--- config.mk ---
export PLATFORM = sky130hd
export DESIGN_NAME = interval_timer_bank
export DESIGN_NICKNAME = d
export VERILOG_FILES = /design/src/itb_pkg.sv /design/src/itb_ctrl.sv /design/src/itb_datapath.sv /design/src/interval_timer_bank.sv
export SDC_FILE = /design/constraint.sdc
export NUM_CORES = 1
export LEC_CHECK = 0
export BUFFER_PORTS_ARGS = -buffer_cell sky130_fd_sc_hd__buf_2
export CORE_MARGIN = 2
export CORE_UTILIZATION = 40
export DETAILED_ROUTE_END_ITERATION = 16
export GPL_TIMING_DRIVEN = 0
export SYNTH_ARGS = -nofsm -noshare
export SYNTH_HDL_FRONTEND = slang
export SYNTH_HIERARCHICAL = 1
export SYNTH_SLANG_ARGS = --single-unit
--- constraint.sdc ---
create_clock -name clk -period 12.2 [get_ports clk]
set_clock_uncertainty 0.2 [all_clocks]
set_input_delay 0.61 -clock clk [delete_from_list [all_inputs] [get_ports clk]]
set_output_delay 0.61 -clock clk [all_outputs]
set_load 0.05 [all_outputs]
--- src/itb_pkg.sv ---
package itb_pkg;

  // command codes carried in the input tuser
  localparam logic [3:0] CMD_SET         = 4'd0;
  localparam logic [3:0] CMD_RESTART     = 4'd1;
  localparam logic [3:0] CMD_RESUME      = 4'd2;
  localparam logic [3:0] CMD_STOP        = 4'd3;
  localparam logic [3:0] CMD_RESTART_ALL = 4'd4;
  localparam logic [3:0] CMD_RESUME_ALL  = 4'd5;
  localparam logic [3:0] CMD_STOP_ALL    = 4'd6;
  localparam logic [3:0] CMD_TICK        = 4'd7;
  localparam logic [3:0] CMD_QUERY       = 4'd8;

  // index value reported when no timer matches
  localparam logic signed [8:0] IDX_NONE = -9'sd1;

  localparam int IN_DATA_W   = 88;
  localparam int IN_USER_W   = 4;
  localparam int OUT_DATA_W  = 80;
  localparam int OUT_USER_W  = 2;

  // controller to datapath
  typedef struct packed {
    logic latch;
    logic one_upd;
    logic all_upd;
    logic scan;
    logic rd_en;
    logic rd_walk;
    logic cnt_clr;
    logic cnt_inc;
    logic hit_clr;
    logic load_out;
  } itb_cmd_t;

  // datapath to controller
  typedef struct packed {
    logic in_tick;
    logic in_all;
    logic is_tick;
    logic cnt_last;
    logic hits_any;
    logic hit_cur;
    logic hits_more;
    logic out_free;
  } itb_stat_t;

endpackage

--- src/itb_ctrl.sv ---
module itb_ctrl (
  input  logic              clk,
  input  logic              rst_n,
  input  logic              in_tvalid,
  output logic              in_tready,
  input  itb_pkg::itb_stat_t st,
  output itb_pkg::itb_cmd_t  cmd
);

  localparam logic [2:0] S_IDLE   = 3'd0;
  localparam logic [2:0] S_ONE    = 3'd1;
  localparam logic [2:0] S_ALL    = 3'd2;
  localparam logic [2:0] S_TSCAN  = 3'd3;
  localparam logic [2:0] S_TDRAIN = 3'd4;
  localparam logic [2:0] S_TFIND  = 3'd5;
  localparam logic [2:0] S_RD     = 3'd6;
  localparam logic [2:0] S_OUT    = 3'd7;

  logic [2:0] state_r;
  logic [2:0] state_nxt;

  // state register
  always_ff @(posedge clk) begin
    if (!rst_n) begin
      state_r <= S_IDLE;
    end else begin
      state_r <= state_nxt;
    end
  end

  // next state and datapath commands
  always_comb begin
    state_nxt = state_r;
    cmd       = '0;
    in_tready = 1'b0;
    case (state_r)
      S_IDLE: begin
        in_tready = 1'b1;
        if (in_tvalid) begin
          cmd.latch   = 1'b1;
          cmd.cnt_clr = 1'b1;
          if (st.in_tick) begin
            state_nxt = S_TSCAN;
          end else if (st.in_all) begin
            state_nxt = S_ALL;
          end else begin
            state_nxt = S_ONE;
          end
        end
      end
      S_ONE: begin
        cmd.one_upd = 1'b1;
        state_nxt   = S_RD;
      end
      S_ALL: begin
        cmd.all_upd = 1'b1;
        if (st.cnt_last) begin
          state_nxt = S_RD;
        end else begin
          cmd.cnt_inc = 1'b1;
        end
      end
      S_TSCAN: begin
        cmd.rd_en   = 1'b1;
        cmd.rd_walk = 1'b1;
        cmd.scan    = 1'b1;
        if (st.cnt_last) begin
          state_nxt = S_TDRAIN;
        end else begin
          cmd.cnt_inc = 1'b1;
        end
      end
      S_TDRAIN: begin
        // last timer update lands here
        cmd.cnt_clr = 1'b1;
        state_nxt   = S_TFIND;
      end
      S_TFIND: begin
        if (!st.hits_any) begin
          state_nxt = S_OUT;
        end else if (st.hit_cur) begin
          cmd.rd_en   = 1'b1;
          cmd.rd_walk = 1'b1;
          state_nxt   = S_OUT;
        end else begin
          cmd.cnt_inc = 1'b1;
        end
      end
      S_RD: begin
        cmd.rd_en = 1'b1;
        state_nxt = S_OUT;
      end
      S_OUT: begin
        if (st.out_free) begin
          cmd.load_out = 1'b1;
          cmd.hit_clr  = 1'b1;
          if (st.is_tick && st.hits_more) begin
            cmd.cnt_inc = 1'b1;
            state_nxt   = S_TFIND;
          end else begin
            state_nxt = S_IDLE;
          end
        end
      end
      default: begin
        state_nxt = S_IDLE;
      end
    endcase
  end

endmodule

--- src/itb_datapath.sv ---
module itb_datapath #(
  parameter int NUM_TIMERS = 8
) (
  input  logic                              clk,
  input  logic                              rst_n,
  input  logic [itb_pkg::IN_DATA_W-1:0]     in_tdata,
  input  logic [itb_pkg::IN_USER_W-1:0]     in_tuser,
  input  itb_pkg::itb_cmd_t                 cmd,
  output itb_pkg::itb_stat_t                st,
  output logic                              out_tvalid,
  input  logic                              out_tready,
  output logic [itb_pkg::OUT_DATA_W-1:0]    out_tdata,
  output logic [itb_pkg::OUT_USER_W-1:0]    out_tuser,
  output logic                              out_tlast
);

  localparam int AW = (NUM_TIMERS > 1) ? $clog2(NUM_TIMERS) : 1;
  localparam logic [AW-1:0] LAST_IDX = AW'(NUM_TIMERS - 1);
  localparam logic [8:0]    NT9      = 9'(NUM_TIMERS);

  // input fields
  logic [3:0]  in_cmd;
  logic [7:0]  in_index;
  logic [31:0] in_ival;
  logic [15:0] in_rep;
  logic [31:0] in_now;

  assign in_cmd   = in_tuser[3:0];
  assign in_index = in_tdata[7:0];
  assign in_ival  = in_tdata[39:8];
  assign in_rep   = in_tdata[55:40];
  assign in_now   = in_tdata[87:56];

  // latched command
  logic [3:0]  cmd_r;
  logic [7:0]  idx_r;
  logic        idx_ok_r;
  logic [31:0] ival_r;
  logic [15:0] rep_r;
  logic [31:0] loop_time_r;

  // timer state
  logic [47:0]           cfg_mem [NUM_TIMERS];
  logic [47:0]           run_mem [NUM_TIMERS];
  logic [NUM_TIMERS-1:0] cfg_vld_r;
  logic [NUM_TIMERS-1:0] run_vld_r;
  logic [NUM_TIMERS-1:0] flags_r;
  logic [NUM_TIMERS-1:0] hits_r;

  // walk and read stage
  logic [AW-1:0] cnt_r;
  logic [AW-1:0] rd_addr;
  logic [AW-1:0] rd_addr_r;
  logic [47:0]   rd_cfg_r;
  logic [47:0]   rd_run_r;
  logic          rd_cvld_r;
  logic          rd_rvld_r;
  logic          upd_vld_r;
  logic [AW-1:0] upd_addr_r;

  logic [31:0] rd_ival;
  logic [15:0] rd_rep;
  logic [15:0] rd_count;
  logic [31:0] rd_last;

  // output register
  logic        out_vld_r;
  logic        out_fired_r;
  logic [7:0]  out_idx_r;
  logic [15:0] out_count_r;
  logic [31:0] out_ival_r;
  logic        out_act_r;
  logic [8:0]  out_fa_r;
  logic [8:0]  out_fi_r;
  logic        out_err_r;
  logic        out_last_r;

  logic                  is_tick;
  logic                  is_all;
  logic [NUM_TIMERS-1:0] cur_mask;
  logic [AW-1:0]         idx_addr;

  assign is_tick  = (cmd_r == itb_pkg::CMD_TICK);
  assign is_all   = cmd_r inside {itb_pkg::CMD_RESTART_ALL, itb_pkg::CMD_RESUME_ALL,
                                  itb_pkg::CMD_STOP_ALL};
  assign cur_mask = NUM_TIMERS'(1) << cnt_r;
  assign idx_addr = idx_r[AW-1:0];
  assign rd_addr  = cmd.rd_walk ? cnt_r : idx_addr;

  // unwritten entries read as zero
  assign rd_ival  = rd_cvld_r ? rd_cfg_r[47:16] : 32'd0;
  assign rd_rep   = rd_cvld_r ? rd_cfg_r[15:0]  : 16'd0;
  assign rd_count = rd_rvld_r ? rd_run_r[47:32] : 16'd0;
  assign rd_last  = rd_rvld_r ? rd_run_r[31:0]  : 32'd0;

  // status to the controller
  always_comb begin
    st.in_tick   = (in_cmd == itb_pkg::CMD_TICK);
    st.in_all    = in_cmd inside {itb_pkg::CMD_RESTART_ALL, itb_pkg::CMD_RESUME_ALL,
                                  itb_pkg::CMD_STOP_ALL};
    st.is_tick   = is_tick;
    st.cnt_last  = (cnt_r == LAST_IDX);
    st.hits_any  = |hits_r;
    st.hit_cur   = hits_r[cnt_r];
    st.hits_more = |(hits_r & ~cur_mask);
    st.out_free  = !out_vld_r || out_tready;
  end

  // write port selection for the stores and flag updates
  logic          rw_en;
  logic [AW-1:0] rw_addr;
  logic [15:0]   rw_count;
  logic          cw_en;
  logic          fl_set;
  logic          fl_clr;
  logic [AW-1:0] fl_addr;
  logic          hit_set;
  logic [31:0]   elapsed;
  logic [15:0]   count_inc;

  assign elapsed   = loop_time_r - rd_last;
  assign count_inc = rd_count + 16'd1;

  always_comb begin
    rw_en    = 1'b0;
    rw_addr  = cnt_r;
    rw_count = 16'd0;
    cw_en    = 1'b0;
    fl_set   = 1'b0;
    fl_clr   = 1'b0;
    fl_addr  = cnt_r;
    hit_set  = 1'b0;
    if (cmd.one_upd && idx_ok_r) begin
      rw_addr = idx_addr;
      fl_addr = idx_addr;
      case (cmd_r)
        itb_pkg::CMD_SET: begin
          cw_en  = 1'b1;
          rw_en  = 1'b1;
          fl_set = 1'b1;
        end
        itb_pkg::CMD_RESTART: begin
          rw_en  = 1'b1;
          fl_set = 1'b1;
        end
        itb_pkg::CMD_RESUME: fl_set = 1'b1;
        itb_pkg::CMD_STOP:   fl_clr = 1'b1;
        default: ;
      endcase
    end else if (cmd.all_upd) begin
      case (cmd_r)
        itb_pkg::CMD_RESTART_ALL: begin
          rw_en  = 1'b1;
          fl_set = 1'b1;
        end
        itb_pkg::CMD_RESUME_ALL: fl_set = 1'b1;
        default:                 fl_clr = 1'b1;
      endcase
    end else if (upd_vld_r) begin
      // tick: fire a due active timer
      rw_addr  = upd_addr_r;
      fl_addr  = upd_addr_r;
      rw_count = count_inc;
      if (flags_r[upd_addr_r] && (elapsed >= rd_ival)) begin
        rw_en   = 1'b1;
        hit_set = 1'b1;
        if ((rd_rep != 16'd0) && (count_inc >= rd_rep)) begin
          fl_clr = 1'b1;
        end
      end
    end
  end

  // command latch
  always_ff @(posedge clk) begin
    if (!rst_n) begin
      loop_time_r <= 32'd0;
    end else if (cmd.latch && st.in_tick) begin
      loop_time_r <= in_now;
    end
  end

  always_ff @(posedge clk) begin
    if (cmd.latch) begin
      cmd_r    <= in_cmd;
      idx_r    <= in_index;
      idx_ok_r <= ({1'b0, in_index} < NT9);
      ival_r   <= in_ival;
      rep_r    <= in_rep;
    end
  end

  // store arrays with registered read
  always_ff @(posedge clk) begin
    if (cw_en) begin
      cfg_mem[rw_addr] <= {ival_r, rep_r};
    end
    if (rw_en) begin
      run_mem[rw_addr] <= {rw_count, loop_time_r};
    end
    if (cmd.rd_en) begin
      rd_cfg_r  <= cfg_mem[rd_addr];
      rd_run_r  <= run_mem[rd_addr];
      rd_cvld_r <= cfg_vld_r[rd_addr];
      rd_rvld_r <= run_vld_r[rd_addr];
      rd_addr_r <= rd_addr;
    end
    upd_addr_r <= cnt_r;
  end

  // valid bits, flags, hits, walk counter
  always_ff @(posedge clk) begin
    if (!rst_n) begin
      cfg_vld_r <= '0;
      run_vld_r <= '0;
      flags_r   <= '0;
      hits_r    <= '0;
      cnt_r     <= '0;
      upd_vld_r <= 1'b0;
    end else begin
      if (cw_en) begin
        cfg_vld_r[rw_addr] <= 1'b1;
      end
      if (rw_en) begin
        run_vld_r[rw_addr] <= 1'b1;
      end
      if (fl_set) begin
        flags_r[fl_addr] <= 1'b1;
      end else if (fl_clr) begin
        flags_r[fl_addr] <= 1'b0;
      end
      if (cmd.latch) begin
        hits_r <= '0;
      end else if (hit_set) begin
        hits_r[upd_addr_r] <= 1'b1;
      end else if (cmd.hit_clr) begin
        hits_r <= hits_r & ~cur_mask;
      end
      if (cmd.cnt_clr) begin
        cnt_r <= '0;
      end else if (cmd.cnt_inc) begin
        cnt_r <= cnt_r + AW'(1);
      end
      upd_vld_r <= cmd.scan;
    end
  end

  // lowest active and inactive index
  logic [8:0] first_act;
  logic [8:0] first_inact;

  always_comb begin
    first_act   = itb_pkg::IDX_NONE;
    first_inact = itb_pkg::IDX_NONE;
    for (int i = NUM_TIMERS - 1; i >= 0; i--) begin
      if (flags_r[i]) begin
        first_act = 9'(i);
      end else begin
        first_inact = 9'(i);
      end
    end
  end

  // result assembly
  logic have;
  assign have = is_tick ? (|hits_r) : idx_ok_r;

  always_ff @(posedge clk) begin
    if (!rst_n) begin
      out_vld_r <= 1'b0;
    end else if (cmd.load_out) begin
      out_vld_r <= 1'b1;
    end else if (out_tready) begin
      out_vld_r <= 1'b0;
    end
  end

  always_ff @(posedge clk) begin
    if (cmd.load_out) begin
      out_fired_r <= is_tick && (|hits_r);
      out_idx_r   <= is_tick ? ((|hits_r) ? 8'(cnt_r) : 8'd0) : idx_r;
      out_count_r <= have ? rd_count : 16'd0;
      out_ival_r  <= have ? rd_ival : 32'd0;
      out_act_r   <= have && flags_r[rd_addr_r];
      out_fa_r    <= first_act;
      out_fi_r    <= first_inact;
      out_err_r   <= !is_tick && !is_all && !idx_ok_r;
      out_last_r  <= is_tick ? !st.hits_more : 1'b1;
    end
  end

  assign out_tvalid = out_vld_r;
  assign out_tdata  = {5'd0, out_fi_r, out_fa_r, out_act_r, out_ival_r, out_count_r,
                       out_idx_r};
  assign out_tuser  = {out_err_r, out_fired_r};
  assign out_tlast  = out_last_r;

endmodule

--- src/interval_timer_bank.sv ---
// Bank of NUM_TIMERS interval timers driven by a command stream.
// Input channel (in_*): one command per transfer; in_tuser holds the command
// code, in_tdata the timer index, interval, repeat limit and tick time.
// Result channel (out_*): one or more transfers per command, out_tlast marks
// the final result of a command; out_tuser flags a firing and an index error.
// Command sequence, with the output not stalled:
//   set/restart/resume/stop/query: the command is latched, the timer updated
//   (none for a query), the store read and the result registered, in order
//   restart/resume/stop all: one timer per cycle, then read and result as above
//   tick: the timers are scanned with one store read per cycle through
//   the single read port, each update in the cycle after its read; then
//   the timers are searched in index order and each firing is read from
//   the store and reported as one result
// A command is taken only when the previous one has loaded its last result.
// The result register accepts a new result in the cycle the old one is
// taken, so a stalled receiver simply holds the sequencer in place.
// Reset (rst_n low, synchronous) clears all timers, flags and the stored
// tick time; no clearing pass is needed, commands are taken right away.
module interval_timer_bank #(
  parameter int NUM_TIMERS = 8
) (
  input  logic                           clk,
  input  logic                           rst_n,
  input  logic                           in_tvalid,
  output logic                           in_tready,
  // timer_index[7:0], interval_ms[39:8], repeat_limit[55:40], now_ms[87:56]
  input  logic [itb_pkg::IN_DATA_W-1:0]  in_tdata,
  // command[3:0]
  input  logic [itb_pkg::IN_USER_W-1:0]  in_tuser,
  output logic                           out_tvalid,
  input  logic                           out_tready,
  // result_index[7:0], fire_count[23:8], interval_out[55:24], is_active[56],
  // first_active[65:57], first_inactive[74:66], zero fill[79:75]
  output logic [itb_pkg::OUT_DATA_W-1:0] out_tdata,
  // fired[0], index_error[1]
  output logic [itb_pkg::OUT_USER_W-1:0] out_tuser,
  output logic                           out_tlast
);

  itb_pkg::itb_cmd_t  cmd;
  itb_pkg::itb_stat_t st;

  // sequencer
  itb_ctrl u_ctrl (
    .clk       (clk),
    .rst_n     (rst_n),
    .in_tvalid (in_tvalid),
    .in_tready (in_tready),
    .st        (st),
    .cmd       (cmd)
  );

  // timer stores and result register
  itb_datapath #(
    .NUM_TIMERS (NUM_TIMERS)
  ) u_datapath (
    .clk        (clk),
    .rst_n      (rst_n),
    .in_tdata   (in_tdata),
    .in_tuser   (in_tuser),
    .cmd        (cmd),
    .st         (st),
    .out_tvalid (out_tvalid),
    .out_tready (out_tready),
    .out_tdata  (out_tdata),
    .out_tuser  (out_tuser),
    .out_tlast  (out_tlast)
  );

endmodule
==> results.cfg, run 1 <==
[floorplan]
coreArea_mm2 = 0.1104
fp.dieW_um = 336.9
io-pin-count = 181
rows = 122
start_util_pct = 40.17
die_h_um = 336.9
die_area_mm2 = 0.1135

[cts]
cts_root_buf = clkbuf_16
clk_path_buf_depth = 3
numCtsBuffers = 109
h-tree-depth = 3
path_clk_slew_ns = 0.06
clk_latency_ns = 0.68
cts_hold_buf = 86
cts_resized = 0
cts_tree = done
cts_sinks = 1073
post_cts_buffers = 0

[routing]
first_pass_iters = 5
ant_nets = 0
drc = 0
via_per_inst = 5.325
routed_wl_um = 127300
wire_per_inst_um = 22.51
drt_iter0_markers = 3072
vias = 30100

[global_routing]
grt_pass1_wl_um = 186300
antenna_found_initial = 4
grt_pass1_vias = 28820
grt_use_total_pct = 22.25
grt_overflow = 0
grt_start_max_net_pins = 54

[sta]
hold_viol = 0
fin_setup_tns_ns = 0
fin_hold_ws_ns = 0.03365
period_minus_slack_ns = 7.758
fmax_mhz = 128.9
rsz0062_at_grt = false
relSlewSlack_pct = 11.77
worst_slack_ns = 4.442
tightest_slew_ns = 1.323
fin_crit_sh_pct = 63.59
setup_viol = 0
drv_slew = 0

[cells_and_area]
final_cells = 5652
drive_gt1_share_pct = 10.26
finish.utilization_pct = 47.33
nFillCells = 9869
syn2layout_area_growth_pct = 17.85
fin_area_mm2 = 0.05224
nNetsFinal = 4257

[place]
io_buffers = 175
post_dp_cell_area_mm2 = 0.04802
dp_cells = 5364
dp.final_hpwl_um = 86570
gp_congestion = 0.8557
pre_cts_ws_ns = 4.562

[worst_setup_path]
required_ns = 12.41
crit_path_end_kind = register
cp.arrival_ns = 7.97
critical_path_class = reg -> reg
crit_fanout = 22
crit_path_start_kind = register

[synth]
yosysWarnings = 6
synth_area_leader_cell = edfxtp_1
synth_area_leaders = edfxtp_1 68%, nand2_1 9.1%, nand3_1 5.8%
yosysSeqAreaShare_pct = 70.99
syn_area_per_cell_um2 = 12.11
synth_ff_type = edfxtp_1
synth-edff-count = 998
synth_common_cells = 1,079 x nand2_1, 998 x edfxtp_1, 515 x nand3_1, 164 x clkbuf_1, 108 x nor2_1
yosysMostFrequentCell = nand2_1
synthCells = 3661
netlist_area_mm2 = 0.04433
postSynth.asyncResetShare_pct = 0
synth_top_area_share_pct = 67.61
synth.distinct_cells = 69
ys_ff_latch = 1073

[worst_hold_path]
hp-class = in -> reg

[power]
peakVddDrop_v = 0.0001260
power_leakage_nw = 18.53
p_per_area_mw_per_mm2 = 193.3
p_total_mw = 10.10

[flow_run]
max-cap-violations = 0

[status]
status = finished clean
per-layer routing:
layer | up-vias | track usage [%] | part of all wire (%)
met5 | - | 0 | 0
met4 | 0 | 8.074 | 3.5
met3 | 209 | 3.324 | 7.9
met2 | 1257 | 36.13 | 47
met1 | 14720 | 30.39 | 42
li1 | 13910 | - | -
worst paths after layout:
| kind | startpoint | to | slack, ns | cells past startpoint |
|---|---|---|---|---|
| worst max-delay path | u_datapath/rd_rvld_r | u_datapath/run_mem[0][10] | 4.44 | 25 |
| worst max register to register | u_datapath/rd_rvld_r | u_datapath/run_mem[0][10] | 4.44 | 25 |
| worst min-delay path | in_tdata[57] | u_datapath/loop_time_r[1] | 0.03 | 3 |
| worst min register to register | u_datapath/cnt_r[0] | u_datapath/upd_addr_r[0] | 0.20 | 0 |
final cells by class:
class / count / area (um2) / area share (%)
Antenna cell: 1 / 2.502 / 0.004790
Buffer: 216 / 900.9 / 1.724
Clock buffer: 152 / 2962 / 5.669
Clock inverter: 49 / 399.1 / 0.7640
Inverter: 21 / 78.83 / 0.1509
Multi-Input combinational cell: 2355 / 12070 / 23.11
Sequential cell: 1073 / 31470 / 60.24
Tap cell: 1488 / 1862 / 3.564
Timing Repair Buffer: 297 / 2492 / 4.771
critical path, cell delays in order (launching register included):
cell and delay, ns:
edfxtp_1 0.38, buf_2 0.26, clkbuf_1 0.51, clkbuf_1 0.56, and2_1 0.22, ha_1 0.17, inv_1 0.06, fa_1 0.46
a211oi_2 0.25, o21ai_2 0.14, o21ai_2 0.19, o21ai_2 0.15, a311oi_4 0.44, a211oi_1 0.16, nand2b_1 0.18, a211oi_1 0.25
nor3_1 0.09, ha_1 0.21, a21o_1 0.15, a21o_1 0.16, a21oi_1 0.42, o2111ai_1 0.25, o21ai_2 0.51, buf_2 0.47
a21oi_4 0.29, buf_12 0.27
state kept, by name (all words and copies together), names as in the netlist, 16 cells and up, named ones only:
register / cells
u_datapath/rd_cfg_r: 48
u_datapath/loop_time_r: 32
u_datapath/rep_r: 16
u_datapath/out_ival_r: 32
u_datapath/out_count_r: 16
u_datapath/cfg_mem: 384
u_datapath/ival_r: 32
u_datapath/rd_run_r: 48
u_datapath/run_mem: 384
logic make-up (layout without fill, tap and decap cells):
kind of cell,Yosys count,count (layout),share of synthesized area [%]
AND/OR/NAND/NOR,1838,1838,17.85
AO/OA/AOI/OAI,366,366,5.140
XOR/XNOR,45,45,0.8891
buffers and inverters,237,735,2.210
flip-flops,1073,1073,70.99
adder cells (fa/ha/maj),88,88,2.501
multiplexers,13,13,0.4065
other,1,6,0.008460
where the power goes:
group	total, mW	switching [mW]	leakage (nW)	internal (mW)
Sequential	4.51	0.160	9.26	4.35
Clock	3.18	1.39	1.63	1.80
Combinational	2.40	1.72	7.63	0.683
Total	10.1	3.27	18.5	6.83
placed cells by master (no fill, tap or decap), types with 9 or more instances in the layout:
cell type	count
a211oi_1	11
a21o_1	29
nand2_1	1079
o21ai_0	91
a21boi_0	34
edfxtp_1	998
clkbuf_16	111
o21a_1	21
xor2_1	16
clkinv_1	16
xnor2_1	29
buf_12	27
nand3_1	515
ha_1	87
buf_4	21
buf_2	178
o21ai_1	37
buf_1	27
nor2_1	99
a31oi_1	15
clkinv_2	19
clkbuf_1	202
inv_1	19
nor2b_1	29
dlygate4sd3_1	86
nor3_1	10
dfxtp_1	75
and2_1	18
nand2b_1	13
a21oi_1	71
and3_1	22
nand4_1	14
nor2_4	9
Note: power is estimated with default switching activity, not from simulation.
==> inputs of run 2 (changes only) <==
- clock period: 12.2 -> 6.35 ns (I/O delays scaled with it)
==> run 2 against run 1 <==
Against the previous run: sequential share of layout area fell by 0.69 points; worst hold slack improved by 0.10 ns; cell count rose by 0.53%; power rose by 95%; first-iteration DRC count rose by 3.1%; clock power rose by 100%; combinational power rose by 93%; wire length rose by 0.14%; critical path type unchanged; critical endpoint is now u_datapath/run_mem[2][11]; largest power group unchanged.
==> results.cfg, run 2 (same netlist as run 1, synthesis figures left out) <==
[routing]
ant_nets = 0
vias = 30260
drc = 0
wire_per_inst_um = 22.43
route.met3.wl_um = 9733
first_pass_iters = 6
drt_iter0_markers = 3166
top_layer = met5
wl_met1_um = 53750
routed_wl_um = 127400
via_per_inst = 5.326
met2_length_um = 59560

[global_routing]
grt_start_max_net_pins = 54
grt_use_total_pct = 22.40
grt_overflow = 0
antenna_found_initial = 4
grt_pass1_vias = 28730
grt_pass1_wl_um = 187500

[sta]
hold_viol = 0
fin_crit_sh_pct = 96.25
relSlewSlack_pct = 11.74
worst_slack_ns = 0.2381
rsz0062_at_grt = false
tightest_slew_ns = 1.324
setup_viol = 0
period_minus_slack_ns = 6.112
fmax_mhz = 163.6
drv_slew = 0

[worst_setup_path]
critPathBufInv = 6
cp.arrival_ns = 6.33
crit_fanout = 23
path_depth = 24
crit_path_end_kind = register
reg2reg_from = u_datapath/rd_rvld_r
reg2reg_slack_ns = 0.24
crit_path_start_kind = register
cp_top_family = compound AO/OA/AOI/OAI gates
critical_path_class = reg -> reg
cpPeakStageDelay_ns = 0.39
crit_path_frequent_cell = buf_4
ff2ff_path_depth = 24
crit_chain = clkbuf_4 > buf_4 > buf_4 > nand2_1 > ha_1 > o211ai_1 > a21oi_2 > o2111ai_1 > a31o_2 > o21ai_1 > a21oi_1 > nand3b_1 > o21ai_1 > xor2_1 > ha_1 > a21o_1 > a21o_1 > a21oi_2 > o2111ai_2 > o21ai_4 > buf_4 > a21oi_4 > buf_16 > buf_12
regToRegEndpoint = u_datapath/run_mem[2][11]
required_ns = 6.56
cp_slowest_cell = ha_1

[cts]
cts_root_buf = clkbuf_16
numCtsBuffers = 109
cts_tree = done
clk_latency_ns = 0.69
clk_path_buf_depth = 3
h-tree-depth = 3
cts_sinks = 1073
path_clk_slew_ns = 0.06

[worst_hold_path]
hold_start = in_tdata[14]
holdPathEnd = u_datapath/ival_r[6]
hp-class = in -> reg
min_path_cells = 2

[floorplan]
coreArea_mm2 = 0.1104
die_h_um = 336.9
fp.dieW_um = 336.9
start_util_pct = 40.17
die_area_mm2 = 0.1135
io-pin-count = 181
rows = 122

[cells_and_area]
final_common_cell = nand2_1
layout_common_cells = 1,079 x nand2_1, 998 x edfxtp_1, 515 x nand3_1, 176 x buf_2, 174 x clkbuf_1
reg_top3 = u_datapath/cfg_mem: 384 flops, u_datapath/run_mem: 384 flops
drive_gt1_share_pct = 11.23
diodes = 0
syn2layout_area_growth_pct = 19.21
final_cells = 5682
nNetsFinal = 4285
finish.utilization_pct = 47.88
fin_area_mm2 = 0.05285
nFillCells = 9830

[place]
dp.final_hpwl_um = 86760
io_buffers = 175
pre_cts_ws_ns = -1.315
post_dp_cell_area_mm2 = 0.04808
gp_congestion = 0.8814
dp_cells = 5367

[power]
p_per_area_mw_per_mm2 = 373.4
p_total_mw = 19.74
peakVddDrop_v = 0.0002675
power_leakage_nw = 18.84

[flow_run]
max-cap-violations = 0

[status]
status = finished clean
==> run 2: report_power, final <==
part           leakage (nW)  switching, mW  internal [mW]
clock network          1.76           2.70           3.73
logic                  7.82           3.31           1.33
registers              9.26          0.306           8.36
total                  18.8           6.31           13.4
==> run 2: area by class of cell <==
type,instances,area (um2),area share [%]
Sequential cell,1073,31470,59.55
Multi-Input combinational cell,2355,12110,22.91
Clock buffer,128,2851,5.396
Timing Repair Buffer,326,2823,5.341
Tap cell,1488,1862,3.523
Buffer,215,925.9,1.752
Clock inverter,76,725.7,1.373
Inverter,21,78.83,0.1492
==> run 2: layer usage <==
layer	vias to the layer above	track usage, %
li1	13970	-
met1	14850	31.04
met2	1223	36.12
met3	212	3.382
met4	4	7.551
met5	-	0
==> run 2: worst max path at each step <==
stage,start,endpoint,slack (ns)
after global placement,u_datapath/rd_rvld_r,u_datapath/run_mem[1][28],-5.18
after CTS,u_datapath/rd_rvld_r,u_datapath/run_mem[2][9],0.03
after floorplan,u_datapath/rd_rvld_r,u_datapath/run_mem[0][0],-0.91
final,u_datapath/rd_rvld_r,u_datapath/run_mem[2][11],0.24
after detailed placement,u_datapath/rd_rvld_r,u_datapath/run_vld_r[1],-1.31
after global routing,u_datapath/rd_rvld_r,u_datapath/run_mem[2][11],0.006
==> run 2: what timing repair did <==
item	CTS	global route
resized for setup	16	12
pin swaps	10	2
hold endpoints to repair	107	0
buffers inserted	16	0
hold buffers	96	0
endpoints found under the setup margin	408	403
==> run 2: through the flow <==
step	TNS, ns	hold WS (ns)
after detailed placement	-451.86	0.1961
after CTS	0	0.08988
after global placement	-2192.13	0.1908
after global routing	0	0.1069
final	0	0.1347
after floorplan	-336.33	0.1707
